`src/design/swmv_pkg.sv`:
```
package swmv_pkg;

   localparam int SAMPLE_W  = 16;
   localparam int ACC_W     = 32;
   localparam int DIV_W     = 32;
   localparam int DIV_CNT_W = 6;
   localparam int FACTOR_W  = 19;
   localparam int PROD_W    = 35;

   typedef enum logic [3:0] {
      ST_IDLE,
      ST_SUM,
      ST_AVG_LOAD,
      ST_AVG_DIV,
      ST_AVG_FIN,
      ST_MUL,
      ST_ACC,
      ST_WALK,
      ST_VAR_LOAD,
      ST_VAR_DIV,
      ST_EMIT
   } state_type;

endpackage

```
`src/design/sliding_window_mean_variance.sv`:
```
// Sliding window mean and variance over the last WINDOW signed 16-bit samples,
// kept in a one-port-read synchronous ring memory. Each word on req returns one
// word on rsp: the truncated average, the incremental variance sum (updated only
// while variance_enable is set) and, once the window is full, the exact windowed
// variance. One word is processed at a time: a new req word is taken only after
// the last one has been emitted. While the window fills, the average comes from
// the one-bit-per-cycle divider that divides the sum by the fill count. Once the
// window is full, both divisions by WINDOW are reciprocal multiplications, and
// the window variance takes a walk over the window through the single memory
// read port. A finished word waits in the output register while the next req
// word is taken. Memory entries need no clearing after reset.
module sliding_window_mean_variance #(
   parameter int WINDOW = 16
) (
   input  logic                                   clock,
   input  logic                                   reset,
   input  logic                                   req_valid,
   output logic                                   req_ready,
   input  logic signed [swmv_pkg::SAMPLE_W-1:0]   req_sample,
   output logic                                   rsp_valid,
   input  logic                                   rsp_ready,
   output logic signed [swmv_pkg::SAMPLE_W-1:0]   rsp_average,
   output logic        [swmv_pkg::ACC_W-1:0]      rsp_running_variance_sum,
   output logic        [swmv_pkg::ACC_W-1:0]      rsp_window_variance,
   output logic                                   rsp_window_full,
   input  logic                                   csr_wr_en,
   input  logic                                   csr_variance_enable
);
   import swmv_pkg::*;

   localparam int SLOT_W = (WINDOW > 1) ? $clog2(WINDOW) : 1;
   localparam int CNT_W  = $clog2(WINDOW + 1);
   localparam int SUM_W  = SAMPLE_W + CNT_W;
   localparam int WALK_W = $clog2(WINDOW + 2);

   // reciprocal constants for division by WINDOW
   localparam int DIV_SH = $clog2(WINDOW);
   localparam int HALF_W = ACC_W / 2;
   localparam int RA_SH  = SUM_W + DIV_SH;
   localparam int RA_W   = SUM_W + 2;
   localparam int AP_W   = SUM_W + RA_W;
   localparam int RV_SH  = ACC_W + DIV_SH;
   localparam int RV_W   = ACC_W + 2;
   localparam int VP_W   = HALF_W + RV_W;
   localparam int VQ_W   = VP_W + HALF_W;
   localparam logic [RA_W-1:0] RA_K = RA_W'(((64'd1 << RA_SH) / 64'(WINDOW)) + 64'd1);
   localparam logic [RV_W-1:0] RV_K = RV_W'(((64'd1 << RV_SH) / 64'(WINDOW)) + 64'd1);

   state_type state_ff, state_in;

   logic [SAMPLE_W-1:0] window_mem [WINDOW];
   logic [SAMPLE_W-1:0] rd_data_ff;
   logic                mem_re, mem_we;
   logic [SLOT_W-1:0]   rd_addr;
   logic                emit;

   logic [SLOT_W-1:0]          slot_ff, slot_in;
   logic [CNT_W-1:0]           fill_ff, fill_in;
   logic signed [SUM_W-1:0]    sum_ff, sum_in;
   logic signed [SAMPLE_W-1:0] avg_ff, avg_in;
   logic signed [SAMPLE_W-1:0] prev_avg_ff, prev_avg_in;
   logic signed [SAMPLE_W-1:0] sample_ff, sample_in;
   logic signed [SAMPLE_W-1:0] oldest_ff, oldest_in;
   logic signed [SAMPLE_W-1:0] delta_ff, delta_in;
   logic                       full_ff, full_in;
   logic signed [PROD_W-1:0]   prod_ff, prod_in;
   logic [ACC_W-1:0]           var_acc_ff, var_acc_in;
   logic                       var_en_ff, var_en_in;

   logic [DIV_W-1:0]     div_q_ff, div_q_in;
   logic [CNT_W-1:0]     div_r_ff, div_r_in;
   logic [CNT_W-1:0]     div_d_ff, div_d_in;
   logic [DIV_CNT_W-1:0] div_cnt_ff, div_cnt_in;

   logic [WALK_W-1:0] walk_cnt_ff, walk_cnt_in;
   logic              rd_vld_ff, rd_vld_in;
   logic              sq_vld_ff, sq_vld_in;
   logic [ACC_W-1:0]  sq_ff, sq_in;
   logic [ACC_W-1:0]  wsum_ff, wsum_in;
   logic [VP_W-1:0]   var_lo_ff, var_lo_in;

   logic                       rsp_valid_ff, rsp_valid_in;
   logic signed [SAMPLE_W-1:0] rsp_avg_ff, rsp_avg_in;
   logic [ACC_W-1:0]           rsp_rvs_ff, rsp_rvs_in;
   logic [ACC_W-1:0]           rsp_wvar_ff, rsp_wvar_in;
   logic                       rsp_full_ff, rsp_full_in;

   // datapath helpers
   logic                       now_full;
   logic [CNT_W:0]             r_shift;
   logic [CNT_W:0]             r_sub;
   logic                       r_ge;
   logic [SUM_W-1:0]           sum_mag;
   logic [SUM_W-1:0]           quo_signed;
   logic signed [FACTOR_W-1:0] factor;
   logic signed [PROD_W-1:0]   prod_neg;
   logic [SAMPLE_W-1:0]        dev;
   logic [SAMPLE_W-1:0]        dev_mag;
   logic [AP_W-1:0]            avg_prod;
   logic [AP_W-1:0]            avg_recip;
   logic [VP_W-1:0]            var_hi;
   logic [VQ_W-1:0]            var_prod;
   logic [VQ_W-1:0]            var_recip;

   assign now_full = (fill_ff == CNT_W'(WINDOW));

   // next state
   always_comb begin
      state_in = state_ff;
      case (state_ff)
         ST_IDLE:     if (req_valid) state_in = ST_SUM;
         ST_SUM:      state_in = ST_AVG_LOAD;
         ST_AVG_LOAD: state_in = full_ff ? ST_AVG_FIN : ST_AVG_DIV;
         ST_AVG_DIV:  if (div_cnt_ff == DIV_CNT_W'(1)) state_in = ST_AVG_FIN;
         ST_AVG_FIN:  state_in = ST_MUL;
         ST_MUL:      state_in = ST_ACC;
         ST_ACC:      state_in = now_full ? ST_WALK : ST_EMIT;
         ST_WALK:     if (walk_cnt_ff == WALK_W'(WINDOW + 1)) state_in = ST_VAR_LOAD;
         ST_VAR_LOAD: state_in = ST_VAR_DIV;
         ST_VAR_DIV:  state_in = ST_EMIT;
         ST_EMIT:     if (emit) state_in = ST_IDLE;
         default:     state_in = ST_IDLE;
      endcase
   end

   // control outputs
   always_comb begin
      req_ready = 1'b0;
      mem_re    = 1'b0;
      mem_we    = 1'b0;
      rd_addr   = walk_cnt_ff[SLOT_W-1:0];
      emit      = 1'b0;
      case (state_ff)
         ST_IDLE: begin
            req_ready = 1'b1;
            mem_re    = req_valid;
            rd_addr   = slot_ff;
         end
         ST_SUM:  mem_we = 1'b1;
         ST_WALK: mem_re = (walk_cnt_ff < WALK_W'(WINDOW));
         ST_EMIT: emit = !rsp_valid_ff || rsp_ready;
         default: ;
      endcase
   end

   // ring memory
   always_ff @(posedge clock) begin
      if (mem_we) window_mem[slot_ff] <= sample_ff;
      if (mem_re) rd_data_ff <= window_mem[rd_addr];
   end

   // restoring divider step, fill count divisor
   assign r_shift = {div_r_ff, div_q_ff[DIV_W-1]};
   assign r_sub   = r_shift - {1'b0, div_d_ff};
   assign r_ge    = (r_shift >= {1'b0, div_d_ff});

   // division by WINDOW through reciprocal multiplication
   assign avg_prod  = AP_W'(sum_mag) * AP_W'(RA_K);
   assign avg_recip = avg_prod >> RA_SH;
   assign var_hi    = VP_W'(wsum_ff[ACC_W-1:HALF_W]) * VP_W'(RV_K);
   assign var_prod  = {var_hi, {HALF_W{1'b0}}} + VQ_W'(var_lo_ff);
   assign var_recip = var_prod >> RV_SH;

   assign sum_mag    = sum_ff[SUM_W-1] ? SUM_W'(-sum_ff) : SUM_W'(sum_ff);
   assign quo_signed = sum_ff[SUM_W-1] ? (SUM_W'(0) - div_q_ff[SUM_W-1:0])
                                       : div_q_ff[SUM_W-1:0];
   assign factor = full_ff ? (FACTOR_W'(sample_ff) + FACTOR_W'(oldest_ff)
                              - FACTOR_W'(prev_avg_ff) - FACTOR_W'(avg_ff))
                           : (FACTOR_W'(sample_ff) - FACTOR_W'(avg_ff));
   assign prod_neg = -prod_ff;
   assign dev      = rd_data_ff - avg_ff;
   assign dev_mag  = dev[SAMPLE_W-1] ? (SAMPLE_W'(0) - dev) : dev;

   always_comb begin
      slot_in     = slot_ff;
      fill_in     = fill_ff;
      sum_in      = sum_ff;
      avg_in      = avg_ff;
      prev_avg_in = prev_avg_ff;
      sample_in   = sample_ff;
      oldest_in   = oldest_ff;
      delta_in    = delta_ff;
      full_in     = full_ff;
      prod_in     = prod_ff;
      var_acc_in  = var_acc_ff;
      div_q_in    = div_q_ff;
      div_r_in    = div_r_ff;
      div_d_in    = div_d_ff;
      div_cnt_in  = div_cnt_ff;
      walk_cnt_in = walk_cnt_ff;
      wsum_in     = wsum_ff;
      var_lo_in   = var_lo_ff;
      var_en_in   = csr_wr_en ? csr_variance_enable : var_en_ff;
      rd_vld_in   = (state_ff == ST_WALK) && mem_re;
      sq_vld_in   = rd_vld_ff;
      sq_in       = ACC_W'(dev_mag) * ACC_W'(dev_mag);
      case (state_ff)
         ST_IDLE: begin
            if (req_valid) sample_in = req_sample;
         end
         ST_SUM: begin
            oldest_in   = rd_data_ff;
            prev_avg_in = avg_ff;
            full_in     = now_full;
            slot_in     = (slot_ff == SLOT_W'(WINDOW - 1)) ? '0 : slot_ff + 1'b1;
            if (now_full) begin
               delta_in = sample_ff - $signed(rd_data_ff);
               sum_in   = sum_ff + SUM_W'(sample_ff) - SUM_W'($signed(rd_data_ff));
            end else begin
               delta_in = sample_ff - avg_ff;
               sum_in   = sum_ff + SUM_W'(sample_ff);
               fill_in  = fill_ff + 1'b1;
            end
         end
         ST_AVG_LOAD: begin
            if (full_ff) begin
               div_q_in = DIV_W'(avg_recip[SUM_W-1:0]);
            end else begin
               div_q_in   = {sum_mag, {(DIV_W - SUM_W){1'b0}}};
               div_r_in   = '0;
               div_d_in   = fill_ff;
               div_cnt_in = DIV_CNT_W'(SUM_W);
            end
         end
         ST_AVG_DIV: begin
            div_q_in   = {div_q_ff[DIV_W-2:0], r_ge};
            div_r_in   = r_ge ? r_sub[CNT_W-1:0] : r_shift[CNT_W-1:0];
            div_cnt_in = div_cnt_ff - 1'b1;
         end
         ST_AVG_FIN: begin
            avg_in = quo_signed[SAMPLE_W-1:0];
         end
         ST_MUL: begin
            prod_in = PROD_W'(factor) * PROD_W'(delta_ff);
         end
         ST_ACC: begin
            if (var_en_ff) begin
               if (full_ff && prod_ff[PROD_W-1] && (prod_neg[ACC_W-1:0] > var_acc_ff))
                  var_acc_in = '0;
               else
                  var_acc_in = var_acc_ff + prod_ff[ACC_W-1:0];
            end
            walk_cnt_in = '0;
            wsum_in     = '0;
         end
         ST_WALK: begin
            walk_cnt_in = walk_cnt_ff + 1'b1;
            if (sq_vld_ff) wsum_in = wsum_ff + sq_ff;
         end
         ST_VAR_LOAD: begin
            var_lo_in = VP_W'(wsum_ff[HALF_W-1:0]) * VP_W'(RV_K);
         end
         ST_VAR_DIV: begin
            div_q_in = var_recip[ACC_W-1:0];
         end
         default: ;
      endcase
   end

   // output word register
   always_comb begin
      rsp_valid_in = rsp_valid_ff && !rsp_ready;
      rsp_avg_in   = rsp_avg_ff;
      rsp_rvs_in   = rsp_rvs_ff;
      rsp_wvar_in  = rsp_wvar_ff;
      rsp_full_in  = rsp_full_ff;
      if (emit) begin
         rsp_valid_in = 1'b1;
         rsp_avg_in   = avg_ff;
         rsp_rvs_in   = var_acc_ff;
         rsp_wvar_in  = now_full ? div_q_ff : '0;
         rsp_full_in  = now_full;
      end
   end

   always_ff @(posedge clock) begin
      if (reset) begin
         state_ff     <= ST_IDLE;
         slot_ff      <= '0;
         fill_ff      <= '0;
         sum_ff       <= '0;
         avg_ff       <= '0;
         var_acc_ff   <= '0;
         var_en_ff    <= 1'b0;
         rd_vld_ff    <= 1'b0;
         sq_vld_ff    <= 1'b0;
         rsp_valid_ff <= 1'b0;
      end else begin
         state_ff     <= state_in;
         slot_ff      <= slot_in;
         fill_ff      <= fill_in;
         sum_ff       <= sum_in;
         avg_ff       <= avg_in;
         var_acc_ff   <= var_acc_in;
         var_en_ff    <= var_en_in;
         rd_vld_ff    <= rd_vld_in;
         sq_vld_ff    <= sq_vld_in;
         rsp_valid_ff <= rsp_valid_in;
      end
   end

   always_ff @(posedge clock) begin
      prev_avg_ff <= prev_avg_in;
      sample_ff   <= sample_in;
      oldest_ff   <= oldest_in;
      delta_ff    <= delta_in;
      full_ff     <= full_in;
      prod_ff     <= prod_in;
      div_q_ff    <= div_q_in;
      div_r_ff    <= div_r_in;
      div_d_ff    <= div_d_in;
      div_cnt_ff  <= div_cnt_in;
      walk_cnt_ff <= walk_cnt_in;
      sq_ff       <= sq_in;
      wsum_ff     <= wsum_in;
      var_lo_ff   <= var_lo_in;
      rsp_avg_ff  <= rsp_avg_in;
      rsp_rvs_ff  <= rsp_rvs_in;
      rsp_wvar_ff <= rsp_wvar_in;
      rsp_full_ff <= rsp_full_in;
   end

   assign rsp_valid                = rsp_valid_ff;
   assign rsp_average              = rsp_avg_ff;
   assign rsp_running_variance_sum = rsp_rvs_ff;
   assign rsp_window_variance      = rsp_wvar_ff;
   assign rsp_window_full          = rsp_full_ff;

   a_fill_bound: assert property (@(posedge clock) disable iff (reset)
      fill_ff <= CNT_W'(WINDOW))
      else $error("fill count beyond window");

   a_accept_to_sum: assert property (@(posedge clock) disable iff (reset)
      (req_valid && req_ready) |=> (state_ff == ST_SUM))
      else $error("accepted word did not start update");

   a_div_nonzero: assert property (@(posedge clock) disable iff (reset)
      (state_ff == ST_AVG_DIV) |-> (div_d_ff != '0 && div_cnt_ff != '0))
      else $error("divider running with zero divisor or count");

   a_var_zero_filling: assert property (@(posedge clock) disable iff (reset)
      (rsp_valid && !rsp_window_full) |-> (rsp_window_variance == '0))
      else $error("window variance nonzero before window full");

   a_walk_only_full: assert property (@(posedge clock) disable iff (reset)
      (state_ff == ST_WALK) |-> now_full)
      else $error("window walk while filling");

endmodule
```
`config.mk`:
```
export PLATFORM = sky130hd
export DESIGN_NAME = sliding_window_mean_variance
export DESIGN_NICKNAME = d
export VERILOG_FILES = /design/src/design/swmv_pkg.sv /design/src/design/sliding_window_mean_variance.sv
export SDC_FILE = /design/constraint.sdc
export NUM_CORES = 2
export LEC_CHECK = 0
export BUFFER_PORTS_ARGS = -buffer_cell sky130_fd_sc_hd__buf_2
export CAP_MARGIN = 15
export CORE_MARGIN = 2
export CORE_UTILIZATION = 31
export DETAILED_ROUTE_END_ITERATION = 8
export PLACE_DENSITY = 0.47
export SKIP_LAST_GASP = 1
export SLEW_MARGIN = 20
export SYNTH_ARGS = -nofsm -noshare
export SYNTH_HDL_FRONTEND = slang
export SYNTH_SLANG_ARGS = --single-unit
```
`constraint.sdc`:
```
create_clock -name clock -period 26.1 [get_ports clock]
set_clock_uncertainty 0.05 [all_clocks]
set_input_delay 5.22 -clock clock [delete_from_list [all_inputs] [get_ports clock]]
set_output_delay 5.22 -clock clock [all_outputs]
set_load 0.05 [all_outputs]
```
==> results by group <==
Worst setup path
  – Data required time at the worst endpoint: 26.49 ns
  – Critical Path AT: 11.16 ns
  – Endpoint type of the worst setup path: flop
  – Max incr delay on CP: 0.78 ns
  – Worst R2R Start: sample_ff[0]
  – Critical path class: flop to flop
  – Dominant cell type by count on the critical path: sky130_fd_sc_hd__fa_1
  – Timing startpoint of the critical path: sample_ff[0]
  – Largest driver fanout on the critical path: 21
  – Cells on worst reg2reg path: 39
  – CP max-delay cell: sky130_fd_sc_hd__fa_1
  – Crit path launch type: flop

Min path
  – Kind of path behind the tightest hold check: flop to flop
  – Hold-critical path depth: 1
  – Beginning of the worst hold path: rd_vld_ff

CTS
  – Clk sinks: 665
  – TritonCTS clock tree: done
  – Buffer depth of the longest clock path: 3
  – Clock edge transition at the registers on the reported setup and hold paths: 0.06 ns
  – Num CTS Buffers: 76
  – Setup Fix Bufs, Post-CTS: 0
  – Number of H-tree branching levels: 3
  – Clock insertion delay at the later pin of the skew report: 0.72 ns
  – Cts-stage hold buffer count: 0
  – Number of gates given a new drive strength after cts: 0
  – CTS root buf: sky130_fd_sc_hd__clkbuf_16

Floorplan
  – I/O pin count: 105
  – Initial core utilization: 31.24%
  – Total die area: 0.1743 mm2
  – Die Y-Extent: 417.5 um
  – Core Region: 0.1697 mm2
  – Die width: 417.5 um
  – Cell row count: 151

Logic synthesis
  – Yosys warns: 0
  – Synth cell types: 93
  – Sequential element share of the synthesized area: 35.46%
  – Post-synth top flop: sky130_fd_sc_hd__edfxtp_1
  – Proportion of register bits with asynchronous set or reset after synthesis: 0%
  – Yosys reg bits: 665
  – Avg Inst Size Synth: 10.74 um2
  – Number of flops mapped to enable cells by yosys: 548
  – Cell count after synthesis: 4935
  – Post-Syn Area: 0.05301 mm2

Drt
  – WL per Instance: 19.58 um
  – Iter 0 DRT Violations: 2161
  – First-pass detailed-route iteration total: 5
  – Overall routed net length: 144200 um
  – Antenna violation net count after detailed routing: 0
  – Total via count after detailed routing: 35750
  – Residual DRC: 0
  – Vias per std cell: 4.857

Run
  – Total of max-cap violations: 0

Layout
  – Most common cell after layout, fill and taps aside: sky130_fd_sc_hd__inv_1
  – Count of nets after finishing: 6010
  – Area Growth Syn to Fin: 11.63%
  – Commonest cells after routing, fill and taps aside: sky130_fd_sc_hd__inv_1, sky130_fd_sc_hd__edfxtp_1, sky130_fd_sc_hd__fa_1
  – ANT cells: 0
  – Number of fill cells: 17100
  – Summed area of non-filler cells in the final layout: 0.05917 mm2
  – Share of final-layout standard cells stronger than drive strength 1: 8.787%

GRT
  – Antenna violations before repair: 4
  – Total GRT Usage: 16.67%
  – Wire length of the first global-routing pass: 224500 um
  – Maximum number of pins on one net before global-route repair: 54
  – Remaining global-route overflow: 0
  – Number of global-route vias before repair: 37360

Run status
  – Outcome: finished, final reports clean

STA
  – Slew headroom: 28.68%
  – Fmax: 92.81 MHz
  – Slew of the pin with the lowest slew margin: 1.066 ns
  – Part of the cycle the worst path needs: 41.28%
  – Final-report setup violation count: 0
  – Number of pins exceeding their max-slew limit in the final report: 0
  – Endpoints failing hold: 0
  – Setup Total Neg Slack: 0 ns
  – Min Tclk post-route: 10.78 ns
  – Setup repair after global routing missed its margin: false

Placed design
  – Routability Congestion: 0.8631
  – Area post-placement: 0.05669 mm2
  – Number of buffer cells added on primary ports: 104
  – Placed wire-length estimate: 111400 um
-- state kept, by name (all words and copies together), names as in the netlist, 6 cells and up --
signal / count
window_mem: 256
prod_ff: 33
div_q_ff: 32
rsp_running_variance_sum: 32
rsp_window_variance: 32
var_acc_ff: 32
wsum_ff: 32
sq_ff: 31
sum_ff: 21
avg_ff: 16
delta_ff: 16
oldest_ff: 16
prev_avg_ff: 16
rd_data_ff: 16
rsp_average: 16
sample_ff: 16
var_lo_ff: 12
div_cnt_ff: 6
-- synthesized netlist by cell type (all sizes together), types with 7 or more instances --
master | n | share of area, %
inv | 730 | 5.2
o211ai | 16 | 0.23
edfxtp | 548 | 31
dfxtp | 117 | 4.4
nand2 | 364 | 2.6
or2 | 15 | 0.18
nand3 | 72 | 0.68
nor3 | 72 | 0.68
and3 | 21 | 0.25
clkbuf | 120 | 0.85
a22oi | 28 | 0.40
buf | 27 | 0.25
nor2b | 67 | 0.79
o21bai | 23 | 0.33
nand4 | 16 | 0.19
o21a | 27 | 0.38
a21o | 98 | 1.4
and2 | 209 | 2.5
o21ai | 152 | 1.4
a22o | 8 | 0.13
xnor2 | 191 | 3.2
nor2 | 336 | 2.4
nand3b | 9 | 0.15
a2111oi | 15 | 0.33
a311oi | 13 | 0.21
a21oi | 241 | 2.3
xor2 | 106 | 1.8
a31oi | 37 | 0.45
nand2b | 61 | 0.72
o2111ai | 7 | 0.12
ha | 401 | 9.5
nor4 | 15 | 0.19
a21boi | 10 | 0.14
mux4 | 64 | 2.7
a211oi | 45 | 0.64
or3 | 20 | 0.24
o31ai | 18 | 0.25
fa | 504 | 19
mux2i | 14 | 0.26
a31o | 11 | 0.18
-- cells by family after synthesis --
logic type	synth area share, %
AND/OR/NAND/NOR	11.89
multiplexers	3.069
other	0.01417
XOR/XNOR	4.964
AO/OA/AOI/OAI	9.749
buffers and inverters	6.309
adder cells (fa/ha/maj)	28.54
flip-flops	35.46
-- per-stage QoR --
| step | hold slack [ns] | cells | utilization [%] | worst slack [ns] |
|---|---|---|---|---|
| 5_1_grt | 0.4256 | 7362 | 34.88 | 14.52 |
| 2_1_floorplan | 0.3638 | 4945 | - | 16.40 |
| 3_5_place_dp | 0.3948 | 7222 | 33.42 | 15.37 |
| 4_1_cts | 0.4087 | 7361 | 34.85 | 15.31 |
| 6_report | 0.4009 | 7362 | 34.88 | 15.32 |
| 3_3_place_gp | 0.3763 | 7222 | 33.42 | 15.43 |
-- cell type report --
class,count,area [um2],area share [%]
multi-input combinational,3397,31080,52.52
sequential,665,18800,31.77
tap,2218,2775,4.690
inverter,736,2764,4.671
clock buffer,94,2001,3.381
timing repair buffer,207,1316,2.225
clock inverter,45,439.2,0.7422
-- path summary, 6_finish.rpt --
path	end	slack (ns)
min reg2reg	sq_vld_ff	0.40
min	sq_vld_ff	0.40
max	prod_ff[34]	15.32
max reg2reg	prod_ff[34]	15.32
-- layer usage --
metal  wire length, um  global-route usage, %  part of all wire, %
met3              5111                  1.898                  3.5
met4              3064                  3.904                  2.1
met2             68580                  28.05                   48
met1             67420                  22.96                   47
met5                 0                      0                    0
-- worst max-delay path, delay by kind of cell, from the launching register on --
kind	cells	cell delay [ns]
xor+xnor	1	0.10
buf+inv	8	0.73
flops	1	0.36
simple gates	5	0.62
fa+ha+maj	11	4.92
compound gates	14	3.65
Power is not shown: default switching activity piles up to over one toggle a cycle in this logic, so the estimate is an artifact.
